### config.mk
export PLATFORM = sky130hd
export DESIGN_NAME = stream_substring_matcher
export DESIGN_NICKNAME = d
export VERILOG_FILES = /design/src/sv/ssm_pkg.sv /design/src/sv/stream_substring_matcher.sv /design/src/sv/ssm_cell.sv /design/src/sv/ssm_pattern_regs.sv
export SDC_FILE = /design/constraint.sdc
export NUM_CORES = 2
export LEC_CHECK = 0
export BUFFER_PORTS_ARGS = -buffer_cell sky130_fd_sc_hd__buf_2
export CELL_PAD_IN_SITES_DETAIL_PLACEMENT = 0
export CELL_PAD_IN_SITES_GLOBAL_PLACEMENT = 1
export CORE_MARGIN = 3
export CORE_UTILIZATION = 30
export DETAILED_ROUTE_END_ITERATION = 12
export PLACE_DENSITY_LB_ADDON = 0.15
export SLEW_MARGIN = 20
export SYNTH_ARGS = -nofsm -noshare
export SYNTH_HDL_FRONTEND = slang
export SYNTH_SLANG_ARGS = --single-unit
### constraint.sdc
create_clock -name clk_i -period 20.1 [get_ports clk_i]
set_clock_uncertainty 0.05 [all_clocks]
set_input_delay 4.02 -clock clk_i [delete_from_list [all_inputs] [get_ports clk_i]]
set_output_delay 4.02 -clock clk_i [all_outputs]
set_load 0.005 [all_outputs]
### src/sv/ssm_pkg.sv
// Shared constants and types of the substring matcher
`default_nettype none
package ssm_pkg;

  localparam int MAX_PATTERN   = 32;
  localparam int MAX_TEXT      = 1024;

  localparam int LEN_W         = $clog2(MAX_PATTERN + 1);
  localparam int CNT_W         = $clog2(MAX_TEXT + 1);
  localparam int CFG_LEN_W     = 6;
  localparam int OFF_W         = 10;

  localparam int CFG_IDX_W     = 3;
  localparam int CFG_DATA_W    = 64;
  localparam int NUM_PAT_REGS  = 4;
  localparam int BYTES_PER_REG = 8;
  localparam int CFG_PAT_BYTES = NUM_PAT_REGS * BYTES_PER_REG;

  localparam int OUT_W         = 1 + OFF_W + 1;
  localparam int OUT_TDATA_W   = ((OUT_W + 7) / 8) * 8;

  localparam logic [CFG_IDX_W-1:0] REG_PATTERN_LENGTH  = 3'd0;
  localparam logic [CFG_IDX_W-1:0] REG_PATTERN_BYTES_0 = 3'd1;

  // pattern as the cells see it: byte k is compared against window byte k
  typedef struct packed {
    logic [MAX_PATTERN-1:0][7:0] bytes;
    logic [MAX_PATTERN-1:0]      en;
    logic [LEN_W-1:0]            eff_len;
    logic                        len_zero;
  } pat_cfg_t;

endpackage
`default_nettype wire

### src/sv/stream_substring_matcher.sv
// Top level of the streaming substring matcher
// Usage:
//  - Slave stream carries the text, one byte per word: tdata[7:0] is the byte,
//    tlast marks the final byte of a text.
//  - Master stream carries one result word per text, sent after the tlast word.
//  - Configuration: write pattern_length (index 0) and the pattern bytes
//    (indices 1 to 4, eight bytes each) between words; a write applies from
//    the next word on.
//  - Throughput: one text byte per cycle while s_axis_tready_o is high. A row
//    of 32 window cells shifts the text along and compares every position
//    against the pattern in the cycle the byte is taken.
//  - Result: the result word is valid in the cycle after the tlast word is taken.
//  - Stall: the result sits in an output register; input keeps flowing until a
//    second tlast word arrives while that register is still held, then
//    s_axis_tready_o drops until the result is taken.
//  - Reset: pattern_length returns to 1, pattern bytes to zero, search state
//    and output valid are cleared (the result data is not reset). No clearing pass.
//  - Texts longer than 1024 bytes: later bytes are ignored and text_too_long is set.
`default_nettype none
module stream_substring_matcher (
  input  wire logic                             clk_i,
  input  wire logic                             rst_ni,
  input  wire logic                             s_axis_tvalid_i,
  output logic                                  s_axis_tready_o,
  input  wire logic [7:0]                       s_axis_tdata_i,  // [7:0] text_byte
  input  wire logic                             s_axis_tlast_i,  // end_of_text
  output logic                                  m_axis_tvalid_o,
  input  wire logic                             m_axis_tready_i,
  // [0] pattern_found, [10:1] match_offset, [11] text_too_long, rest zero
  output logic [ssm_pkg::OUT_TDATA_W-1:0]       m_axis_tdata_o,
  input  wire logic                             cfg_we_i,
  input  wire logic [ssm_pkg::CFG_IDX_W-1:0]    cfg_index_i,
  input  wire logic [ssm_pkg::CFG_DATA_W-1:0]   cfg_data_i
);
  import ssm_pkg::*;

  pat_cfg_t               pat_cfg;
  logic [MAX_PATTERN-1:0] hit;
  logic [7:0]             chain [MAX_PATTERN+1];

  logic             acc, sat, shift, match, long_enough;
  logic [CNT_W-1:0] cnt_q, cnt_d, cnt_inc, cnt_nx;
  logic             found_q, found_d, found_nx;
  logic [OFF_W-1:0] off_q, off_d, off_nx;
  logic             ovf_q, ovf_d, ovf_nx;
  logic             m_valid_q, m_valid_d;
  logic [OUT_W-1:0] m_data_q, m_data_d;
  logic             res_found;
  logic [OFF_W-1:0] res_off;

  ssm_pattern_regs u_pattern_regs (
    .clk_i      (clk_i),
    .rst_ni     (rst_ni),
    .cfg_we_i   (cfg_we_i),
    .cfg_index_i(cfg_index_i),
    .cfg_data_i (cfg_data_i),
    .pat_cfg_o  (pat_cfg)
  );

  assign chain[0] = s_axis_tdata_i;

  for (genvar k = 0; k < MAX_PATTERN; k++) begin : g_cell
    ssm_cell u_cell (
      .clk_i     (clk_i),
      .shift_i   (shift),
      .byte_i    (chain[k]),
      .pat_byte_i(pat_cfg.bytes[k]),
      .en_i      (pat_cfg.en[k]),
      .byte_o    (chain[k+1]),
      .hit_o     (hit[k])
    );
  end

  // only a final byte needs the result register free
  assign s_axis_tready_o = !m_valid_q || m_axis_tready_i || !s_axis_tlast_i;
  assign acc             = s_axis_tvalid_i && s_axis_tready_o;
  assign sat             = (cnt_q == CNT_W'(MAX_TEXT));
  assign shift           = acc && !sat;
  assign cnt_inc         = CNT_W'(cnt_q + 1'b1);
  assign long_enough     = (int'(cnt_inc) >= int'(pat_cfg.eff_len));

  always_comb begin
    match    = shift && !found_q && !pat_cfg.len_zero && long_enough && (&hit);
    found_nx = found_q || match;
    off_nx   = match ? OFF_W'(int'(cnt_inc) - int'(pat_cfg.eff_len)) : off_q;
    cnt_nx   = shift ? cnt_inc : cnt_q;
    ovf_nx   = ovf_q || (acc && sat);

    res_found = pat_cfg.len_zero || found_nx;
    res_off   = (pat_cfg.len_zero || !found_nx) ? '0 : off_nx;

    cnt_d     = cnt_nx;
    found_d   = found_nx;
    off_d     = off_nx;
    ovf_d     = ovf_nx;
    m_valid_d = m_valid_q && !m_axis_tready_i;
    m_data_d  = m_data_q;
    if (acc && s_axis_tlast_i) begin
      cnt_d     = '0;
      found_d   = 1'b0;
      off_d     = '0;
      ovf_d     = 1'b0;
      m_valid_d = 1'b1;
      m_data_d  = {ovf_nx, res_off, res_found};
    end
  end

  always_ff @(posedge clk_i or negedge rst_ni) begin
    if (!rst_ni) begin
      cnt_q     <= '0;
      found_q   <= 1'b0;
      off_q     <= '0;
      ovf_q     <= 1'b0;
      m_valid_q <= 1'b0;
    end else begin
      cnt_q     <= cnt_d;
      found_q   <= found_d;
      off_q     <= off_d;
      ovf_q     <= ovf_d;
      m_valid_q <= m_valid_d;
    end
  end

  always_ff @(posedge clk_i) begin
    m_data_q <= m_data_d;
  end

  assign m_axis_tvalid_o = m_valid_q;
  assign m_axis_tdata_o  = {{(OUT_TDATA_W-OUT_W){1'b0}}, m_data_q};

endmodule
`default_nettype wire

### src/sv/ssm_cell.sv
// One window cell: holds a text byte, compares its incoming byte with the pattern
`default_nettype none
module ssm_cell (
  input  wire logic       clk_i,
  input  wire logic       shift_i,
  input  wire logic [7:0] byte_i,
  input  wire logic [7:0] pat_byte_i,
  input  wire logic       en_i,
  output logic      [7:0] byte_o,
  output logic            hit_o
);
  logic [7:0] byte_q;

  always_ff @(posedge clk_i) begin
    if (shift_i) begin
      byte_q <= byte_i;
    end
  end

  assign byte_o = byte_q;
  assign hit_o  = !en_i || (byte_i == pat_byte_i);

endmodule
`default_nettype wire

### src/sv/ssm_pattern_regs.sv
// Configuration registers and the cell-aligned pattern image
`default_nettype none
module ssm_pattern_regs (
  input  wire logic                           clk_i,
  input  wire logic                           rst_ni,
  input  wire logic                           cfg_we_i,
  input  wire logic [ssm_pkg::CFG_IDX_W-1:0]  cfg_index_i,
  input  wire logic [ssm_pkg::CFG_DATA_W-1:0] cfg_data_i,
  output ssm_pkg::pat_cfg_t                   pat_cfg_o
);
  import ssm_pkg::*;

  logic [MAX_PATTERN-1:0][7:0] pattern_q, pattern_d;
  logic [CFG_LEN_W-1:0]        len_q, len_d;
  pat_cfg_t                    cfg_q, cfg_d;
  logic [MAX_PATTERN-1:0][7:0] pat_rev;
  logic [LEN_W-1:0]            eff;
  logic [LEN_W-1:0]            sh;

  always_comb begin
    pattern_d = pattern_q;
    len_d     = len_q;
    if (cfg_we_i && cfg_index_i == REG_PATTERN_LENGTH) begin
      len_d = cfg_data_i[CFG_LEN_W-1:0];
    end
    for (int p = 0; p < MAX_PATTERN; p++) begin
      if (p < CFG_PAT_BYTES) begin
        if (cfg_we_i && cfg_index_i ==
            CFG_IDX_W'(int'(REG_PATTERN_BYTES_0) + p / BYTES_PER_REG)) begin
          pattern_d[p] = cfg_data_i[8*(p % BYTES_PER_REG) +: 8];
        end
      end
    end
  end

  // aligned byte k = pattern[eff-1-k]: reverse, then shift down by MAX_PATTERN-eff
  always_comb begin
    if (int'(len_d) > MAX_PATTERN) begin
      eff = LEN_W'(MAX_PATTERN);
    end else begin
      eff = LEN_W'(len_d);
    end
    sh = LEN_W'(MAX_PATTERN) - eff;
    for (int i = 0; i < MAX_PATTERN; i++) begin
      pat_rev[i] = pattern_d[MAX_PATTERN-1-i];
    end
    cfg_d.bytes    = pat_rev >> {sh, 3'b000};
    cfg_d.en       = {MAX_PATTERN{1'b1}} >> sh;
    cfg_d.eff_len  = eff;
    cfg_d.len_zero = (len_d == '0);
  end

  always_ff @(posedge clk_i or negedge rst_ni) begin
    if (!rst_ni) begin
      pattern_q      <= '0;
      len_q          <= CFG_LEN_W'(1);
      cfg_q.bytes    <= '0;
      cfg_q.en       <= MAX_PATTERN'(1);
      cfg_q.eff_len  <= LEN_W'(1);
      cfg_q.len_zero <= 1'b0;
    end else begin
      pattern_q <= pattern_d;
      len_q     <= len_d;
      cfg_q     <= cfg_d;
    end
  end

  assign pat_cfg_o = cfg_q;

endmodule
`default_nettype wire

* Word-level counts from Yosys, hierarchy flattened
Cells that the tools add are included.
** Storage, ports and cells
- Register bits :: 841
- Input bits :: 81
- Output and inout bits :: 18
- Word-level logic and storage cells :: 286
** Operators by class
- Add/sub/neg operators :: 3
- Order comparisons :: 2
- Equality and inequality tests :: 37
- Shift-type cells :: 2
- Mux-type cells :: 41
- Reductions and logical operators :: 95
** Operators with widths (count)
- $eq A8 B8 Y1 :: 32
- $mux W8 :: 32
- $shr A256 B9 Y256 :: 1
- $logic_not A1 Y1 :: 39
- $logic_or A1 B1 Y1 :: 38
- $reduce_and A32 Y1 :: 1
- $shr A32 B6 Y32 const A :: 1
- $mux W11 :: 2
- $mux W10 :: 2
- $logic_and A1 B1 Y1 :: 14
- $mux W6 :: 2
- $add A11 B1 Y11 const B :: 1
- $eq A11 B11 Y1 const B :: 1
- $ge A11 B6 Y1 :: 1
- $sub A10 B6 Y10 :: 1
- $eq A3 B2 Y1 const B :: 2
- $gt A6 B6 Y1 const B :: 1
- $logic_not A6 Y1 :: 1
- $sub A6 B6 Y6 const A :: 1
- $eq A3 B1 Y1 const B :: 1
- $eq A3 B3 Y1 const B :: 1
- $logic_not A3 Y1 :: 1
- $mux W1 :: 3
- $reduce_bool A2 Y1 :: 1

* Longest topological paths before layout
- Word-level depth :: 12
- Depth in mapped cells :: 20
- Mapped depth without buffers :: 16

* By module
A second synthesis with hierarchy kept.
** Unflattened totals
- Cells, all modules :: 4009
- Area total of the unflattened synthesis :: 43409.1 um^2
** By module, submodules not included
- ssm_pattern_regs :: instances 1, cells an instance 3144, area each 30536.8 um^2, seq. area each 13917.1 um^2
- ssm_cell :: instances 32, cells an instance 19, area each 327.8 um^2, seq. area each 240.2 um^2
- stream_substring_matcher :: instances 1, cells an instance 257, area each 2382.3 um^2, seq. area each 960.9 um^2

* Least setup slack after synthesis
No wires, ideal clock.
- Path kind :: input to register
- From :: input port m_axis_tready_i
- To :: register m_data_q[10], data pin
- Data arrival time :: 16.371 ns
- Required time :: 19.890 ns
- Slack :: 3.520 ns
- Stages :: 8
- Path buffers :: 1
- Cell sequence :: nand3b_1 > nand2_1 > nor2_1 > nand4_1 > nor4_1 > buf_2 > o21bai_1 > nor3b_1
** On the way
- Longest elaborated chain between the ends :: 11
- Elaborated cells between the ends (all ways) :: 12
- Those cells by class :: mux (1); reduce/logical (11)
** Ends and longest elaborated chain
- start: declaration :: line stream_substring_matcher.sv:28 : input wire logic m_axis_tready_i,
- $logic_or A1 B1 Y1 (*) (2 in series) :: line stream_substring_matcher.sv:75 : assign s_axis_tready_o = !m_valid_q || m_axis_tready_i || !s_axis_tlast_i;
- $logic_and A1 B1 Y1 (*) :: line stream_substring_matcher.sv:76 : assign acc = s_axis_tvalid_i && s_axis_tready_o;
- $logic_and A1 B1 Y1 (*) :: line stream_substring_matcher.sv:78 : assign shift = acc && !sat;
- net g_cell[0].u_cell.shift_i :: line ssm_cell.sv:5 : input wire logic shift_i,
- $logic_and A1 B1 Y1 (*) (4 in series) :: line stream_substring_matcher.sv:83 : match = shift && !found_q && !pat_cfg.len_zero && long_enough && (&hit);
- $logic_or A1 B1 Y1 :: line stream_substring_matcher.sv:84 : found_nx = found_q || match;
- $logic_not A1 Y1 :: line stream_substring_matcher.sv:90 : res_off = (pat_cfg.len_zero || !found_nx) ? '0 : off_nx;
- $logic_or A1 B1 Y1 :: line stream_substring_matcher.sv:90
- end signal: assignment :: line stream_substring_matcher.sv:125 : m_data_q <= m_data_d;
- end: declaration :: line stream_substring_matcher.sv:47 : logic [OUT_W-1:0] m_data_q, m_data_d;
Mark *: on every way through the listed nets, which the timed path passes. The rest lies on a longest branch.
A chain may end at the register's enable or synchronous reset.

==> results.txt <==
The fraction of power spent switching nets works out to 43.1%. The cell at the slowest stage of the critical path was mux2i_1. The number of top-level pins was 99. The cell count after synthesis came out at 3612. The run gives 840 as the number of sinks on the clock net.

Routability-driven placement finished with a final weighted congestion of 0.909. The run gives 0 ns as the sum of negative setup slack. In the routed design, unresolved DRC markers number 0. The core region area was 140000 um^2. The run gives 0 as the number of hold buffers added after CTS. The number of library cell types mapped by synthesis was 69. The global route total overflow is 0, and the largest voltage drop on the vdd net is 0.000124 V. The total detailed-routing wirelength came out at 164 mm. The share of the Yosys chip area taken by registers is 52.7%.

Max-cap violations in this run came to 0. The startpoint identified for the worst hold timing path is g_cell[26].u_cell.byte_o[3]$_DFFE_PP_. Worst reg2reg path startpoint: u_pattern_regs.pat_cfg_o[6]$_DFF_PN0_. The path with the worst hold slack has its endpoint at g_cell[27].u_cell.byte_o[3]$_DFFE_PP_. After the flow finishes, the layout carries non-filler instances totaling 5617. The number of setup buffers added after CTS is 0. Leading area contributor after synthesis: dfrtp_1. The tools report the deepest level of the CTS H-tree as 3. For the internal reg-to-reg setup slack, the log shows 14.05 ns.

Entering global routing, the biggest net connects 165 pins. The library cells used most frequently in the layout, excluding fill and tap cells, are 776 x mux2i_1, 577 x dfrtp_1, 270 x inv_1, 265 x xnor2_1, 260 x edfxtp_1. The clock period could shrink to 9.77 ns.

The worst setup path is captured at a flop. The floorplan step defined a die boundary enclosing 146000 um^2. In this run the tool buffered the top-level ports with 94 buffer cells. Leaving out fill and tap cells, the most frequent cell in the layout is mux2i_1.

Cell internal power was estimated by the tool at 4480 uW. The clock passes through at most 3 buffers. In this run the tightest slew margin relative to its limit is 20.6%.

The slew of the pin with the lowest slew margin came out at 1.18 ns. Along the worst path, the maximum fanout reaches 89. Final-report max-slew violation count: 0.

The final period utilization was 48.6%. The library cell appearing most often on the critical path is inv_2. The first global-routing pass estimated 234 mm of wire. The share of the synthesized area in the top cell type came out at 34.1%. The path class of the lowest-slack min-delay path was flop to flop. In this run the mean area of a mapped cell was 11.7 um^2. After routing the design area is 48300 um^2. In this run the critical register-to-register path is captured at u_pattern_regs.pat_cfg_o[292]$_DFF_PN0_.

Dividing the detail-routed via count by the number of cells gives 5.15. The number of cell rows was 137. For the worst flop-to-flop path, the logic depth is 17.

The type of element launching the critical path is an input port. Walking the worst path, the cells encountered are buf_2, nor4b_4, mux2i_1, and2_4, inv_2, buf_4, ha_1, inv_1, nor3_1, o32ai_4, buf_12, nand2_4, inv_2, nand2_2, inv_2, nand2_2, inv_2, nand2_2, nor3_1. Per report_power, the sequential group accounts for 30.7% of the total. Setup repair after global routing left no endpoint under its margin. For this run, the leading register cell type out of synthesis is dfrtp_1.

The initial standard-cell utilization of the core is 30.3%, and the height of the chip is 382 um. The number of flops mapped to enable cells by yosys is 260. The number of global-route vias before repair is 29.4k, and the layout overhead on the synthesized area is 13.9%.

Of the total power, combinational logic draws 44.8%. In the post-route analysis, the smallest setup slack over all paths is 10.33 ns. The static power due to leakage is 0.0204 uW, and the switching component of the power is 3390 uW. The flow ran to the end, and the final reports show no timing, DRC or antenna violations.

The die span in x works out to 382 um. The detailed router finished its first iteration with 2537 violations. The clock network fraction of total power is 24.5%, and the number of stages on the worst hold path is 0.

At the worst endpoint, the arrival time is 10.32 ns. Prior to clock tree synthesis, the placed netlist has a worst setup slack of 9.65 ns. The iteration count of the initial detailed-routing pass was 5. The cell sitting at the root of the clock tree is a clkbuf_16. The post-route netlist has 11.8% of its cells at a drive strength greater than 1. The Yosys warning count came out at 0. The worst setup path is of the input port to flop kind. The logs give 14.2k for the count of filler cells inserted in the layout and 44800 um^2 for the placed cell area.

Setup violations remaining at the end of the flow were counted as 0. Summing internal, switching and leakage power gives 7870 uW. Power spread over the standard cell area amounts to 163 nW/um^2. Clock tree synthesis inserted a total of 99 buffers.

Summing every instance area after synthesis gives 42400 um^2. The total instance count after detailed placement is 5428, and the overall routing resource usage is 22.3%. In the final design database the tool counted 3747 nets. The number of antenna violations at the first check in global routing was 15; the share of flip-flops with an asynchronous set or reset was 69.0%. Maximum frequency from static timing analysis: 102 MHz. Data on the critical path is required at its endpoint by 20.65 ns. The count of nets left with antenna violations once routing finished came out at 0. The clock network latency to the later pin of the worst-skew pair was 0.72 ns; the flop and latch count out of synthesis was 840. The total via count in the routed design was 28.9k. TritonCTS built the clock tree. By area the synthesized netlist is led by dfrtp_1 34%, edfxtp_1 18%, mux2i_1 18%, xnor2_1 5.5%, mux4_2 3.4%. Post-CTS repair changed the size of 0 cells.

The number of endpoints with negative hold slack in the final report came out at 0. The HPWL after detailed placement is 120 mm. The stage delay of the slowest cell on the critical path is 0.70 ns, and the clock-pin slew on the worst setup and hold paths is 0.06 ns.

The average routed wire per standard cell came out at 29.3 um.
-- power by group through the flow --
| stage | Sequential [uW] | Combinational (uW) | Clock (uW) |
|---|---|---|---|
| after floorplan | 2340 | 2160 | 0 |
| after global placement | 2450 | 3500 | 0 |
| after detailed placement | 2450 | 3490 | 0 |
| after CTS | 2410 | 3500 | 1970 |
| after global routing | 2450 | 3730 | 2030 |
| final | 2420 | 3520 | 1930 |
-- layout make-up --
class / count / area, um^2 / area share (%)
Antenna cell: 5 / 12.5 / 0.0259
Clock buffer: 134 / 2790 / 5.77
Clock inverter: 50 / 627 / 1.30
Inverter: 277 / 1050 / 2.19
Multi-Input combinational cell: 2279 / 18100 / 37.5
Sequential cell: 840 / 22300 / 46.3
Tap cell: 1876 / 2350 / 4.86
Timing Repair Buffer: 156 / 996 / 2.06
-- stage by stage --
| step | hold WS, ns | util, % |
|---|---|---|
| floorplan | 0.392 | - |
| global placement | 0.400 | 32.0 |
| detailed placement | 0.406 | 32.0 |
| CTS | 0.402 | 34.5 |
| global route | 0.421 | 34.5 |
| finish | 0.410 | 34.5 |
-- synth_stat cells, types with 64 or more instances --
library cell / count
a21oi_1: 141
clkbuf_1: 109
dfrtp_1: 577
edfxtp_1: 260
inv_1: 271
mux2i_1: 778
mux4_2: 64
nand2_1: 224
nand4_1: 79
nor2_1: 214
o21ai_0: 105
xnor2_1: 265
-- routing by layer --
layer	up-vias	global-route usage [%]	share of wire [%]
li1	12900	-	-
met5	-	0	0.092
met2	880	34.8	45
met4	4	5.96	2.6
met1	15000	32.4	47
met3	185	3.23	5.6
-- cells by family after synthesis --
family | share of synthesized area (%)
AOI/OAI and AO/OA | 6.52
xor gates and xnor gates | 5.54
adders and majority gates | 0.401
buffers and inverters | 5.02
DFF | 52.7
muxes | 22.6
other | 0.00885
and+or+nand+nor | 7.24
-- worst max-delay path: cells and delay by family --
family                   cells  cell delay (ns)
AO/OA/AOI/OAI                1             0.30
adder cells (fa/ha/maj)      1             0.25
buffers and inverters        8             1.94
multiplexers                 1             0.70
AND/OR/NAND/NOR              8             2.89
-- worst max-delay path by stage --
stage / start / to / slack, ns / cells past startpoint
2_1_floorplan: m_axis_tready_i / m_data_q[10]$_SDFFCE_PP0P_ / 3.52 / 8
3_3_place_gp: cfg_index_i[2] / u_pattern_regs.pat_cfg_o[292]$_DFF_PN0_ / 9.69 / 19
3_5_place_dp: cfg_index_i[2] / u_pattern_regs.pat_cfg_o[292]$_DFF_PN0_ / 9.65 / 19
4_1_cts: cfg_index_i[2] / u_pattern_regs.pat_cfg_o[292]$_DFF_PN0_ / 10.38 / 19
5_1_grt: cfg_index_i[2] / u_pattern_regs.pat_cfg_o[287]$_DFF_PN0_ / 9.76 / 19
6_report: cfg_index_i[2] / u_pattern_regs.pat_cfg_o[292]$_DFF_PN0_ / 10.33 / 19
-- flip-flops by register name, indices dropped and copies added (netlist names) --
register                  count
cnt_q                        11
u_pattern_regs.pattern_q    256
found_q                       1
ovf_q                         1
off_q                        10
m_data_q                     12
m_axis_tvalid_o               1
u_pattern_regs.len_q          5
u_pattern_regs.pat_cfg_o    295
g_cell.u_cell.byte_o        248
Power figures use the tool's default switching activity.
